--- src/hdl/mfsp_pkg.sv ---
package mfsp_pkg;

    // Longest variable-length quantity accepted, in bytes (1 to 4).
    localparam int VARLEN_MAX_BYTES = 4;

    localparam logic [31:0] HEADER_ID = 32'h4D546864;
    localparam logic [31:0] TRACK_ID  = 32'h4D54726B;
    localparam logic [31:0] HEADER_MIN_LEN = 32'd6;

    localparam int TDATA_W = 136;
    localparam int TUSER_W = 3;

    typedef enum logic [3:0] {
        P_HID, P_HLEN, P_HFMT, P_HNTRK, P_HDIV, P_HSKIP, P_TID, P_TLEN,
        P_DELTA, P_STATUS, P_DATA1, P_DATA2, P_SXLEN, P_MTYPE, P_MLEN, P_PAYLOAD
    } t_phase;

    typedef enum logic [2:0] {
        K_HEADER  = 3'd0,
        K_EVENT   = 3'd1,
        K_SYSEX   = 3'd2,
        K_META    = 3'd3,
        K_PAYLOAD = 3'd4,
        K_ERROR   = 3'd5
    } t_kind;

    typedef enum logic [3:0] {
        E_NONE       = 4'd0,
        E_HEADER_ID  = 4'd1,
        E_HEADER_LEN = 4'd2,
        E_FORMAT     = 4'd3,
        E_SMPTE      = 4'd4,
        E_TRACK_ID   = 4'd5,
        E_LONG_VLQ   = 4'd6,
        E_BAD_STATUS = 4'd7,
        E_OVERRUN    = 4'd8,
        E_EARLY_END  = 4'd9
    } t_err;

    typedef struct packed {
        t_kind       kind;
        logic [7:0]  status_byte;
        logic [7:0]  data_first;
        logic [7:0]  data_second;
        logic [27:0] delta_time;
        logic [27:0] meta_type;
        logic [27:0] payload_length;
        logic [15:0] track_index;
        t_err        error_code;
        logic        ends_track;
        logic        ends_file;
    } t_result;

    typedef struct packed {
        t_phase      phase;
        logic [31:0] word_shift;
        logic [2:0]  field_cnt;
        logic [31:0] skip_left;
        logic [31:0] track_length;
        logic [31:0] bytes_seen;
        logic [15:0] tracks_left;
        logic [15:0] current_track;
        logic [7:0]  running_status;
        logic [7:0]  current_status;
        logic [7:0]  first_data;
        logic [27:0] varlen_accum;
        logic [27:0] delta_held;
        logic [27:0] meta_type_held;
        logic [27:0] payload_left;
        logic        file_format;
    } t_state;

    function automatic logic f_two_data(input logic [7:0] st);
        logic [3:0] hi;
        hi = st[7:4];
        return (hi == 4'h8) || (hi == 4'h9) || (hi == 4'hA) || (hi == 4'hB) ||
               (hi == 4'hE) || (st == 8'hF2);
    endfunction

    function automatic logic f_zero_data(input logic [7:0] st);
        return (st == 8'hF6) || (st == 8'hF8) || (st == 8'hFA) || (st == 8'hFB) ||
               (st == 8'hFC) || (st == 8'hFE);
    endfunction

    function automatic logic f_undefined(input logic [7:0] st);
        return (st[7] == 1'b0) || (st == 8'hF4) || (st == 8'hF5) || (st == 8'hF9) ||
               (st == 8'hFD);
    endfunction

    function automatic t_phase f_after_status(input logic [7:0] st);
        t_phase ph;
        if ((st == 8'hF0) || (st == 8'hF7)) begin
            ph = P_SXLEN;
        end else if (st == 8'hFF) begin
            ph = P_MTYPE;
        end else begin
            ph = P_DATA1;
        end
        return ph;
    endfunction

endpackage

--- src/hdl/mfsp_parser.sv ---
module mfsp_parser (
    input  logic               i_clk,
    input  logic               i_rst_n,
    input  logic               i_fire,
    input  logic [7:0]         i_byte,
    input  logic               i_eos,
    output logic               o_res_valid,
    output mfsp_pkg::t_result  o_res
);

    mfsp_pkg::t_state r_state;
    mfsp_pkg::t_state n_state;

    logic [31:0]      ws_sh;
    logic [2:0]       cnt_inc;
    logic [27:0]      vl_acc;
    logic             data_go;
    mfsp_pkg::t_phase data_ph;
    logic             do_finish;
    logic             reprocess;
    mfsp_pkg::t_err   fail_code;
    logic [7:0]       st;
    logic [7:0]       cs;
    logic             hdr_done;
    logic [15:0]      hdr_div;

    always_comb begin
        n_state     = r_state;
        o_res       = '0;
        o_res_valid = 1'b0;
        ws_sh       = {r_state.word_shift[23:0], i_byte};
        cnt_inc     = r_state.field_cnt + 3'd1;
        vl_acc      = {r_state.varlen_accum[20:0], i_byte[6:0]};
        data_go     = 1'b0;
        data_ph     = r_state.phase;
        do_finish   = 1'b0;
        reprocess   = 1'b0;
        fail_code   = mfsp_pkg::E_NONE;
        st          = i_byte[7] ? i_byte : r_state.running_status;
        cs          = r_state.current_status;
        hdr_done    = 1'b0;
        hdr_div     = ws_sh[15:0];

        if (i_eos) begin
            if ((r_state.phase == mfsp_pkg::P_HID) && (r_state.field_cnt == 3'd0)) begin
                n_state = '0;
            end else begin
                fail_code = mfsp_pkg::E_EARLY_END;
            end
        end else begin
            case (r_state.phase)
                mfsp_pkg::P_HID, mfsp_pkg::P_HLEN, mfsp_pkg::P_TID, mfsp_pkg::P_TLEN: begin
                    n_state.word_shift = ws_sh;
                    if (cnt_inc == 3'd4) begin
                        n_state.field_cnt = 3'd0;
                        case (r_state.phase)
                            mfsp_pkg::P_HID: begin
                                if (ws_sh != mfsp_pkg::HEADER_ID) begin
                                    fail_code = mfsp_pkg::E_HEADER_ID;
                                end
                                n_state.phase = mfsp_pkg::P_HLEN;
                            end
                            mfsp_pkg::P_HLEN: begin
                                if (ws_sh < mfsp_pkg::HEADER_MIN_LEN) begin
                                    fail_code = mfsp_pkg::E_HEADER_LEN;
                                end
                                n_state.skip_left = ws_sh - mfsp_pkg::HEADER_MIN_LEN;
                                n_state.phase     = mfsp_pkg::P_HFMT;
                            end
                            mfsp_pkg::P_TID: begin
                                if (ws_sh != mfsp_pkg::TRACK_ID) begin
                                    fail_code = mfsp_pkg::E_TRACK_ID;
                                end
                                n_state.phase = mfsp_pkg::P_TLEN;
                            end
                            default: begin
                                n_state.track_length   = ws_sh;
                                n_state.bytes_seen     = '0;
                                n_state.running_status = '0;
                                n_state.phase          = mfsp_pkg::P_DELTA;
                            end
                        endcase
                    end else begin
                        n_state.field_cnt = cnt_inc;
                    end
                end
                mfsp_pkg::P_HFMT, mfsp_pkg::P_HNTRK, mfsp_pkg::P_HDIV: begin
                    n_state.word_shift = ws_sh;
                    if (cnt_inc == 3'd2) begin
                        n_state.field_cnt = 3'd0;
                        case (r_state.phase)
                            mfsp_pkg::P_HFMT: begin
                                if (ws_sh[15:0] >= 16'd2) begin
                                    fail_code = mfsp_pkg::E_FORMAT;
                                end
                                n_state.file_format = ws_sh[0];
                                n_state.phase       = mfsp_pkg::P_HNTRK;
                            end
                            mfsp_pkg::P_HNTRK: begin
                                n_state.tracks_left = ws_sh[15:0];
                                n_state.phase       = mfsp_pkg::P_HDIV;
                            end
                            default: begin
                                if (ws_sh[15]) begin
                                    fail_code = mfsp_pkg::E_SMPTE;
                                end else if (r_state.skip_left == 32'd0) begin
                                    hdr_done = 1'b1;
                                end else begin
                                    n_state.phase = mfsp_pkg::P_HSKIP;
                                end
                            end
                        endcase
                    end else begin
                        n_state.field_cnt = cnt_inc;
                    end
                end
                mfsp_pkg::P_HSKIP: begin
                    n_state.skip_left = r_state.skip_left - 32'd1;
                    hdr_div           = r_state.word_shift[15:0];
                    if (n_state.skip_left == 32'd0) begin
                        hdr_done = 1'b1;
                    end
                end
                mfsp_pkg::P_STATUS: begin
                    if (mfsp_pkg::f_undefined(st)) begin
                        fail_code = mfsp_pkg::E_BAD_STATUS;
                    end
                    n_state.current_status = st;
                    n_state.running_status = st;
                    cs = st;
                    if (!i_byte[7]) begin
                        // Running status: the byte is data, not a status.
                        if (mfsp_pkg::f_zero_data(st)) begin
                            o_res_valid       = 1'b1;
                            o_res.kind        = mfsp_pkg::K_EVENT;
                            o_res.status_byte = st;
                            o_res.delta_time  = r_state.delta_held;
                            o_res.track_index = r_state.current_track;
                            do_finish         = 1'b1;
                            reprocess         = 1'b1;
                        end else begin
                            data_go = 1'b1;
                            data_ph = mfsp_pkg::f_after_status(st);
                        end
                    end else begin
                        if (r_state.bytes_seen >= r_state.track_length) begin
                            if (fail_code == mfsp_pkg::E_NONE) begin
                                fail_code = mfsp_pkg::E_OVERRUN;
                            end
                        end
                        n_state.bytes_seen = r_state.bytes_seen + 32'd1;
                        if (mfsp_pkg::f_zero_data(st)) begin
                            o_res_valid       = 1'b1;
                            o_res.kind        = mfsp_pkg::K_EVENT;
                            o_res.status_byte = st;
                            o_res.delta_time  = r_state.delta_held;
                            o_res.track_index = r_state.current_track;
                            do_finish         = 1'b1;
                        end else begin
                            n_state.phase = mfsp_pkg::f_after_status(st);
                        end
                    end
                end
                default: begin
                    data_go = 1'b1;
                end
            endcase
        end

        if (hdr_done) begin
            o_res_valid          = 1'b1;
            o_res.kind           = mfsp_pkg::K_HEADER;
            o_res.data_first     = {7'd0, r_state.file_format};
            o_res.payload_length = {12'd0, hdr_div};
            o_res.track_index    = r_state.tracks_left;
            if (r_state.tracks_left == 16'd0) begin
                o_res.ends_file = 1'b1;
                n_state         = '0;
            end else begin
                n_state.phase         = mfsp_pkg::P_TID;
                n_state.current_track = '0;
            end
        end

        if (data_go && (fail_code == mfsp_pkg::E_NONE)) begin
            n_state.phase = data_ph;
            if (r_state.bytes_seen >= r_state.track_length) begin
                fail_code = mfsp_pkg::E_OVERRUN;
            end
            n_state.bytes_seen = r_state.bytes_seen + 32'd1;
            case (data_ph)
                mfsp_pkg::P_DELTA, mfsp_pkg::P_MTYPE, mfsp_pkg::P_SXLEN,
                mfsp_pkg::P_MLEN: begin
                    if (i_byte[7]) begin
                        if (cnt_inc >= 3'(mfsp_pkg::VARLEN_MAX_BYTES)) begin
                            if (fail_code == mfsp_pkg::E_NONE) begin
                                fail_code = mfsp_pkg::E_LONG_VLQ;
                            end
                        end
                        n_state.varlen_accum = vl_acc;
                        n_state.field_cnt    = cnt_inc;
                    end else begin
                        n_state.varlen_accum = '0;
                        n_state.field_cnt    = 3'd0;
                        case (data_ph)
                            mfsp_pkg::P_DELTA: begin
                                n_state.delta_held = vl_acc;
                                n_state.phase      = mfsp_pkg::P_STATUS;
                            end
                            mfsp_pkg::P_MTYPE: begin
                                n_state.meta_type_held = vl_acc;
                                n_state.phase          = mfsp_pkg::P_MLEN;
                            end
                            default: begin
                                n_state.payload_left = vl_acc;
                                o_res_valid          = 1'b1;
                                o_res.status_byte    = cs;
                                o_res.delta_time     = r_state.delta_held;
                                o_res.track_index    = r_state.current_track;
                                o_res.payload_length = vl_acc;
                                if (data_ph == mfsp_pkg::P_MLEN) begin
                                    o_res.kind      = mfsp_pkg::K_META;
                                    o_res.meta_type = r_state.meta_type_held;
                                end else begin
                                    o_res.kind = mfsp_pkg::K_SYSEX;
                                end
                                if (vl_acc == 28'd0) begin
                                    do_finish = 1'b1;
                                end else begin
                                    n_state.phase = mfsp_pkg::P_PAYLOAD;
                                end
                            end
                        endcase
                    end
                end
                mfsp_pkg::P_DATA1: begin
                    if (mfsp_pkg::f_two_data(cs)) begin
                        n_state.first_data = i_byte;
                        n_state.phase      = mfsp_pkg::P_DATA2;
                    end else begin
                        o_res_valid       = 1'b1;
                        o_res.kind        = mfsp_pkg::K_EVENT;
                        o_res.status_byte = cs;
                        o_res.delta_time  = r_state.delta_held;
                        o_res.track_index = r_state.current_track;
                        o_res.data_first  = i_byte;
                        do_finish         = 1'b1;
                    end
                end
                mfsp_pkg::P_DATA2: begin
                    o_res_valid       = 1'b1;
                    o_res.kind        = mfsp_pkg::K_EVENT;
                    o_res.status_byte = cs;
                    o_res.delta_time  = r_state.delta_held;
                    o_res.track_index = r_state.current_track;
                    o_res.data_first  = r_state.first_data;
                    o_res.data_second = i_byte;
                    do_finish         = 1'b1;
                end
                default: begin
                    o_res_valid          = 1'b1;
                    o_res.kind           = mfsp_pkg::K_PAYLOAD;
                    o_res.status_byte    = cs;
                    o_res.data_first     = i_byte;
                    o_res.track_index    = r_state.current_track;
                    n_state.payload_left = r_state.payload_left - 28'd1;
                    if (n_state.payload_left == 28'd0) begin
                        do_finish = 1'b1;
                    end
                end
            endcase
        end

        // End of event: close the track when its byte count is used up.
        if (do_finish) begin
            if (n_state.bytes_seen == r_state.track_length) begin
                o_res.ends_track      = 1'b1;
                n_state.tracks_left   = r_state.tracks_left - 16'd1;
                n_state.current_track = r_state.current_track + 16'd1;
                if (n_state.tracks_left == 16'd0) begin
                    o_res.ends_file = 1'b1;
                    n_state         = '0;
                end else begin
                    n_state.phase = mfsp_pkg::P_TID;
                end
            end else begin
                n_state.phase = mfsp_pkg::P_DELTA;
            end
        end

        // A data byte under a zero-data running status starts what follows.
        if (reprocess) begin
            case (n_state.phase)
                mfsp_pkg::P_DELTA: begin
                    n_state.bytes_seen   = n_state.bytes_seen + 32'd1;
                    n_state.delta_held   = {20'd0, i_byte};
                    n_state.varlen_accum = '0;
                    n_state.field_cnt    = 3'd0;
                    n_state.phase        = mfsp_pkg::P_STATUS;
                end
                default: begin
                    n_state.word_shift = {n_state.word_shift[23:0], i_byte};
                    n_state.field_cnt  = 3'd1;
                end
            endcase
        end

        if (fail_code != mfsp_pkg::E_NONE) begin
            o_res             = '0;
            o_res_valid       = 1'b1;
            o_res.kind        = mfsp_pkg::K_ERROR;
            o_res.error_code  = fail_code;
            o_res.track_index = r_state.current_track;
            n_state           = '0;
        end
    end

    always_ff @(posedge i_clk) begin
        if (!i_rst_n) begin
            r_state <= '0;
        end else if (i_fire) begin
            r_state <= n_state;
        end
    end

endmodule

--- src/hdl/midi_file_stream_parser.sv ---
// Channel   Dir  Handshake                      Contents
// s_axis    in   s_axis_tvalid / s_axis_tready  tdata: file byte; tlast: end of stream
// m_axis    out  m_axis_tvalid / m_axis_tready  tuser: result kind; tdata: event fields;
//                                               tlast: result completes the file
//
// Each file byte is captured in an input register; the parser logic then decodes it
// against the parse state and writes at most one result into the output register.
// The sustained rate is one byte per cycle while the output register is not stalled.
// While the output register holds an untaken result, the input register still takes one
// byte; s_axis_tready drops only when both are full and m_axis_tready is low.
// Reset is synchronous and active low and returns the parser to the header id phase.
module midi_file_stream_parser (
    input  logic                         i_clk,
    input  logic                         i_rst_n,
    input  logic                         s_axis_tvalid,
    output logic                         s_axis_tready,
    input  logic [7:0]                   s_axis_tdata,   // [7:0] data_byte
    input  logic                         s_axis_tlast,   // end_of_stream
    output logic                         m_axis_tvalid,
    input  logic                         m_axis_tready,
    // [7:0] status_byte, [15:8] data_first, [23:16] data_second,
    // [51:24] delta_time, [79:52] meta_type, [107:80] payload_length,
    // [123:108] track_index, [127:124] error_code, [128] ends_track, rest zero
    output logic [mfsp_pkg::TDATA_W-1:0] m_axis_tdata,
    output logic [mfsp_pkg::TUSER_W-1:0] m_axis_tuser,   // [2:0] kind
    output logic                         m_axis_tlast    // ends_file
);

    logic              r_in_valid;
    logic [7:0]        r_in_byte;
    logic              r_in_eos;
    logic              r_out_valid;
    mfsp_pkg::t_result r_out;

    logic              fire;
    logic              res_valid;
    mfsp_pkg::t_result res;

    // The parser consumes the held byte when the output register can take a result.
    assign fire          = r_in_valid && (!r_out_valid || m_axis_tready);
    assign s_axis_tready = !r_in_valid || fire;

    mfsp_parser u_parser (
        .i_clk       (i_clk),
        .i_rst_n     (i_rst_n),
        .i_fire      (fire),
        .i_byte      (r_in_byte),
        .i_eos       (r_in_eos),
        .o_res_valid (res_valid),
        .o_res       (res)
    );

    always_ff @(posedge i_clk) begin
        if (!i_rst_n) begin
            r_in_valid <= 1'b0;
        end else if (s_axis_tready) begin
            r_in_valid <= s_axis_tvalid;
        end
    end

    always_ff @(posedge i_clk) begin
        if (s_axis_tready && s_axis_tvalid) begin
            r_in_byte <= s_axis_tdata;
            r_in_eos  <= s_axis_tlast;
        end
    end

    always_ff @(posedge i_clk) begin
        if (!i_rst_n) begin
            r_out_valid <= 1'b0;
        end else if (fire) begin
            r_out_valid <= res_valid;
        end else if (m_axis_tready) begin
            r_out_valid <= 1'b0;
        end
    end

    always_ff @(posedge i_clk) begin
        if (fire && res_valid) begin
            r_out <= res;
        end
    end

    assign m_axis_tvalid = r_out_valid;
    assign m_axis_tuser  = r_out.kind;
    assign m_axis_tlast  = r_out.ends_file;
    assign m_axis_tdata  = {7'd0, r_out.ends_track, r_out.error_code, r_out.track_index,
                            r_out.payload_length, r_out.meta_type, r_out.delta_time,
                            r_out.data_second, r_out.data_first, r_out.status_byte};

endmodule
--- config.mk ---
export PLATFORM = sky130hd
export DESIGN_NAME = midi_file_stream_parser
export DESIGN_NICKNAME = d
export VERILOG_FILES = /design/src/hdl/mfsp_pkg.sv /design/src/hdl/mfsp_parser.sv /design/src/hdl/midi_file_stream_parser.sv
export SDC_FILE = /design/constraint.sdc
export NUM_CORES = 2
export LEC_CHECK = 0
export BUFFER_PORTS_ARGS = -buffer_cell sky130_fd_sc_hd__buf_2
export CAP_MARGIN = 20
export CORE_ASPECT_RATIO = 1.2
export CORE_MARGIN = 2
export CORE_UTILIZATION = 30
export DETAILED_ROUTE_END_ITERATION = 12
export PLACE_DENSITY = 0.55
export SYNTH_ARGS = -nofsm -noshare
export SYNTH_HDL_FRONTEND = slang
export SYNTH_SLANG_ARGS = --single-unit
--- constraint.sdc ---
create_clock -name i_clk -period 22.2 [get_ports i_clk]
set_input_delay 4.44 -clock i_clk [delete_from_list [all_inputs] [get_ports i_clk]]
set_output_delay 4.44 -clock i_clk [all_outputs]
set_load 0.1 [all_outputs]
-- Word level (Yosys, flattened, before mapping)
Cells that the tools add are included.
- input bits: 13
- output and inout port bits: 142
- logic and storage cells: 313
- register bits after elaboration: 448
- bitwise gates (word level): 6
- order comparisons: 4
- reductions and logical operators: 48
- add/subtract/negate cells: 8
- mux-type cells: 177
- equal/unequal tests: 39
- operators with widths (kind ; count):
    304-bit two-way mux ; 5
    300-bit two-way mux ; 2
    96-bit two-way mux ; 3
    32-bit two-way mux ; 8
    28-bit two-way mux ; 9
    120-bit two-way mux ; 2
    100-bit two-way mux ; 2
    16-bit two-way mux ; 11
    56-bit two-way mux ; 3
    84-bit two-way mux ; 2
    151-bit two-way mux ; 1
    147-bit two-way mux ; 1
    137-bit two-way mux ; 1
    32-bit case mux with 2 select lines ; 2
    127-bit two-way mux ; 1
    4-bit two-way mux ; 31
    8-bit equality test, second input constant ; 14
    28-bit case mux with 3 select lines ; 1
    35-bit case mux with 2 select lines ; 1
    32-bit by 1-bit adder with 32-bit output, second input constant ; 2
    32-bit logical NOT ; 2
    64-bit two-way mux ; 1
    8-bit two-way mux ; 8
    32-bit by 31-bit != test with 1-bit output, second input constant ; 2
    49 further kinds ; 167

-- Depth between registers and ports, before layout
- depth after elaboration: 27
- gate-level depth with buffers: 29
- gate-level depth less buffers: 21

-- Hierarchy
Synthesis repeated with hierarchy kept, for this count alone.
- cells, all modules: 3205
- area total of the unflattened synthesis: 26661.8 um2
- by module, submodules not included (module ; instances ; seq. area each (um2) ; area each (um2) ; cells each):
    mfsp_parser ; 1 ; 5785.5 ; 22228.8 ; 3042
    midi_file_stream_parser ; 1 ; 4304.1 ; 4433.0 ; 163

-- Worst setup path after synthesis
Ideal clock, no wire load.
- kind: in2out
- start point: input port m_axis_tready
- end point: output port s_axis_tready
- arrival time: 5261 ps
- stages: 1
- setup slack: 12499 ps
- required time: 17760 ps
- buffers on the path: 0
- path through: nand3b_1
- longest elaborated chain between the ends: 3
- RTL lines (what ; RTL line ; text):
    from (decl) ; midi_file_stream_parser.sv:20 ; input logic m_axis_tready,
    1-bit logical OR ; midi_file_stream_parser.sv:40 ; assign fire = r_in_valid && (!r_out_valid || m_axis_tready);
    1-bit logical AND ; midi_file_stream_parser.sv:40 ;
    1-bit logical OR ; midi_file_stream_parser.sv:41 ; assign s_axis_tready = !r_in_valid || fire;
    to (decl) ; midi_file_stream_parser.sv:16 ; output logic s_axis_tready,
Every way passes these cells.

-- Worst setup path in the final report
Same ends and word-level chain as after synthesis.

==> impl.org <==
** Critical path
- Type of the worst setup path :: in2out
- Cell chain of the critical path :: buf_2 -> nand3b_1 -> buf_2
- The largest individual stage delay along the critical path comes from the cell buf_2.
- Data on the critical path arrives at its endpoint at 5.10 ns.
- Sum of buffers and inverters on the critical path :: 2
- Data required time at the worst endpoint :: 17.76 ns
- Worst-path maximum fanout :: 3
- Cell type with the highest occurrence count on the critical path :: buf_2
- STA classifies the critical path startpoint as a primary input.
- In this design, the largest share of critical-path delay is due to buffers and inverters.
- Maximum cell stage delay along the critical path :: 0.44 ns
- The worst setup path is captured at a primary output.

** Synth
- After synthesis the netlist holds a flip-flop and latch count of 433.
- Number of enable flip-flop cells after synthesis :: 142
- Most frequently used flop master after synthesis :: dfxtp_1
- Number of distinct library cells after synthesis :: 100
- In this run the cell area of the synthesized design comes to 0.02646 mm2.
- Yosys warning count :: 0
- Syn Inst Count :: 3183
- Fraction of synthesis flops using an asynchronous set or reset pin :: 0%
- Share of the yosys chip area belonging to registers :: 38.13%
- In this run the mean area of a mapped cell was 8.313 um2.

** GRT
- Pin count of the biggest net entering global routing :: 78
- Congestion Overflow GR :: 0
- GRT Resource Usage Total :: 23.13%
- The initial antenna violation count was 2.
- Global-route wire length before repair :: 159900 um
- The via count of the first global-routing pass was 24052.

** Power
- Of the total power, the share spent switching nets is 27.58%.
- The share of total power dissipated in sequential elements is 45.4%.
- Per report_power, the combinational group accounts for 9.0% of the total.
- VDD sags by at most 0.05934 mV.
- In this run the static leakage power is 10.35 nW.
- The analysis attributes to net switching a power of 0.5022 mW.
- Relative contribution of the clock network to total power :: 45.6%
- Power spread over the standard cell area amounts to 61.00 mW/mm2.
- The internal power of the cells totals 1.319 mW.

** Floorplanning
- The die is 329.3 um tall.
- Floorplan die area :: 0.09060 mm2
- For this configuration, the core starts out at a cell density of 30.22%.
- The core region is 0.08755 mm2.
- The initialized floorplan defines 119 standard-cell rows.
- I/O pins :: 155
- Measured along the x axis, the die boundary spans 275.1 um.

** Detailed routing
- Final WL :: 108200 um
- The first routing iteration left 3058 violations.
- After detailed routing, the average wire length per cell comes to 24.64 um.
- The first detailed-routing pass took 7 iterations.
- The routed layout has 26257 vias.
- DRC violation count after routing :: 0
- Drt via density :: 5.980
- Number of antenna-violating nets in the routed design :: 0

** Placed design
- Gpl congestion :: 0.9979
- In this run the tool buffered the top-level ports with 147 buffer cells.
- Once detailed placement completed, the half-perimeter wirelength came to 76530 um.
- Summing all placed instances gives a cell area of 0.02821 mm2.

** STA
- Final setup fails :: 0
- The final-report hold violation count was 0.
- Clock skew on the completed layout was measured at 0.04716 ns.
- Of the available clock period, the critical path in the final layout requires 42.95%.
- Slew at the pin with the worst max-slew slack :: 1.224 ns
- Sum Neg Setup Slack :: 0 ns
- Final number of max-transition violations :: 0
- The clock period could shrink to 9.536 ns.
- Headroom to the max-slew limit came out at 17.74%.
- Based on the critical path, the design can be clocked at up to 104.9 MHz.
- RSZ-0062 raised after global routing :: no

** Finish
- The finished cells cover 0.02985 mm2.
- The repair_antennas step left the layout with diodes totalling 0.
- In the final layout, the share of cells above drive strength 1 is 11.91%.
- In the final design database the tool counted 3265 nets.
- From synthesis to final layout, the design area changed by 12.80%.

** Job
- Max-capacitance violation count :: 0

** Clock tree
- Number of buffers added by the clock tree synthesis step :: 48
- The number of gates resized after CTS was 0.
- The longest clock path from root to sink contains 3 buffers.
- Hold Buf Count CTS :: 0
- For this design, the sink count on the clock tree is 433.
- TritonCTS clock tree :: yes
- The H-tree was split into 2 levels.
- Setup Buffers After CTS :: 0
- The clock reaches the later pin of the worst-skew pair after 0.63 ns.
- CTS root buffer :: clkbuf_16
- Reg clk slew, reported paths :: 0.06 ns

** Outcome
- Outcome :: finished, final reports clean

** Min path
- The min-delay analysis places its worst path in the category reg2reg.
-- cell usage after synthesis (65+ instances only) --
cell	n	area, um2
a21oi_1	176	880.8
a22o_1	162	1419
a22oi_1	65	488.0
and2_1	95	594.3
clkbuf_1	207	777.0
dfxtp_1	291	5826
edfxtp_1	142	4264
inv_1	76	285.3
nand2_1	310	1164
nand3_1	105	525.5
nor2_1	269	1010
nor3_1	95	475.5
o21ai_0	232	1161
xnor2_1	72	630.6
-- cell families after synthesis --
family	share of synthesized area [%]
and+or+nand+nor	23.76
AOI/OAI and AO/OA	25.46
DFF	38.13
buffers and inverters	5.206
xor gates and xnor gates	3.773
adders and majority gates	2.317
muxes	1.338
other	0.01417
-- power by group through the flow --
stage                     clock (mW)  sequential [mW]  combinational (mW)
after floorplan                    0            0.894              0.0625
after global placement             0            0.845               0.160
after detailed placement           0            0.845               0.160
after CTS                      0.843            0.827               0.160
after global routing           0.872            0.828               0.168
final                          0.830            0.827               0.164
-- path summary, 6_finish.rpt --
check | start | endpoint | slack (ns) | depth (start not counted)
max | m_axis_tready | s_axis_tready | 12.66 | 3
min | u_parser.r_state[35] | u_parser.r_state[35] | 0.46 | 1
max reg2reg | r_in_byte[6] | u_parser.r_state[272] | 13.42 | 19
min reg2reg | u_parser.r_state[35] | u_parser.r_state[35] | 0.46 | 1
-- cells in the final DEF, fill, tap and decap left out, types with 50 or more instances in the layout --
| cell | Yosys | routed |
|---|---|---|
| a21oi_1 | 176 | 176 |
| a22o_1 | 162 | 162 |
| a22oi_1 | 65 | 65 |
| and2_1 | 95 | 95 |
| buf_2 | 21 | 147 |
| buf_4 | 8 | 77 |
| clkbuf_16 | 0 | 50 |
| dfxtp_1 | 291 | 291 |
| edfxtp_1 | 142 | 142 |
| inv_1 | 76 | 74 |
| nand2_1 | 310 | 309 |
| nand3_1 | 105 | 105 |
| nor2_1 | 269 | 266 |
| nor3_1 | 95 | 93 |
| nor4_1 | 64 | 63 |
| o21ai_0 | 232 | 232 |
| xnor2_1 | 72 | 72 |
-- layout make-up --
| class | count | area, um2 |
|---|---|---|
| clock buffers | 57 | 1297 |
| well taps | 1149 | 1438 |
| clock inverters | 32 | 322.8 |
| repair buffers | 226 | 1336 |
| fillers | 9181 | 57700 |
| multi-input cells | 2417 | 15070 |
| flip-flops and latches | 433 | 10090 |
| inverters | 77 | 294.0 |
-- per-stage QoR --
step | hold WS (ns) | cells | worst slack, ns | total power, mW | util [%]
floorplan | 0.4242 | 3189 | 12.50 | 0.9570 | -
global placement | 0.4401 | 4300 | 12.67 | 1.005 | 32.22
detailed placement | 0.4426 | 4300 | 12.67 | 1.005 | 32.22
CTS | 0.4601 | 4389 | 12.67 | 1.831 | 34.07
global route | 0.4740 | 4391 | 12.63 | 1.868 | 34.09
finish | 0.4598 | 4391 | 12.66 | 1.821 | 34.09
-- sequential cells by signal, summed over array words and instances (netlist names) --
name / flops
m_axis_tvalid: 1
r_in_byte: 8
u_parser.r_state: 289
m_axis_tlast: 1
r_in_eos: 1
r_in_valid: 1
m_axis_tdata: 129
m_axis_tuser: 3
-- routing by layer --
metal	part of all wire, %	global-route usage (%)	routed length, um
met5	0.012	0	13
met4	5.6	11.92	6045
met3	8.0	3.426	8641
met2	45	37.27	49150
met1	41	29.97	44350
Power figures use the tool's default switching activity.
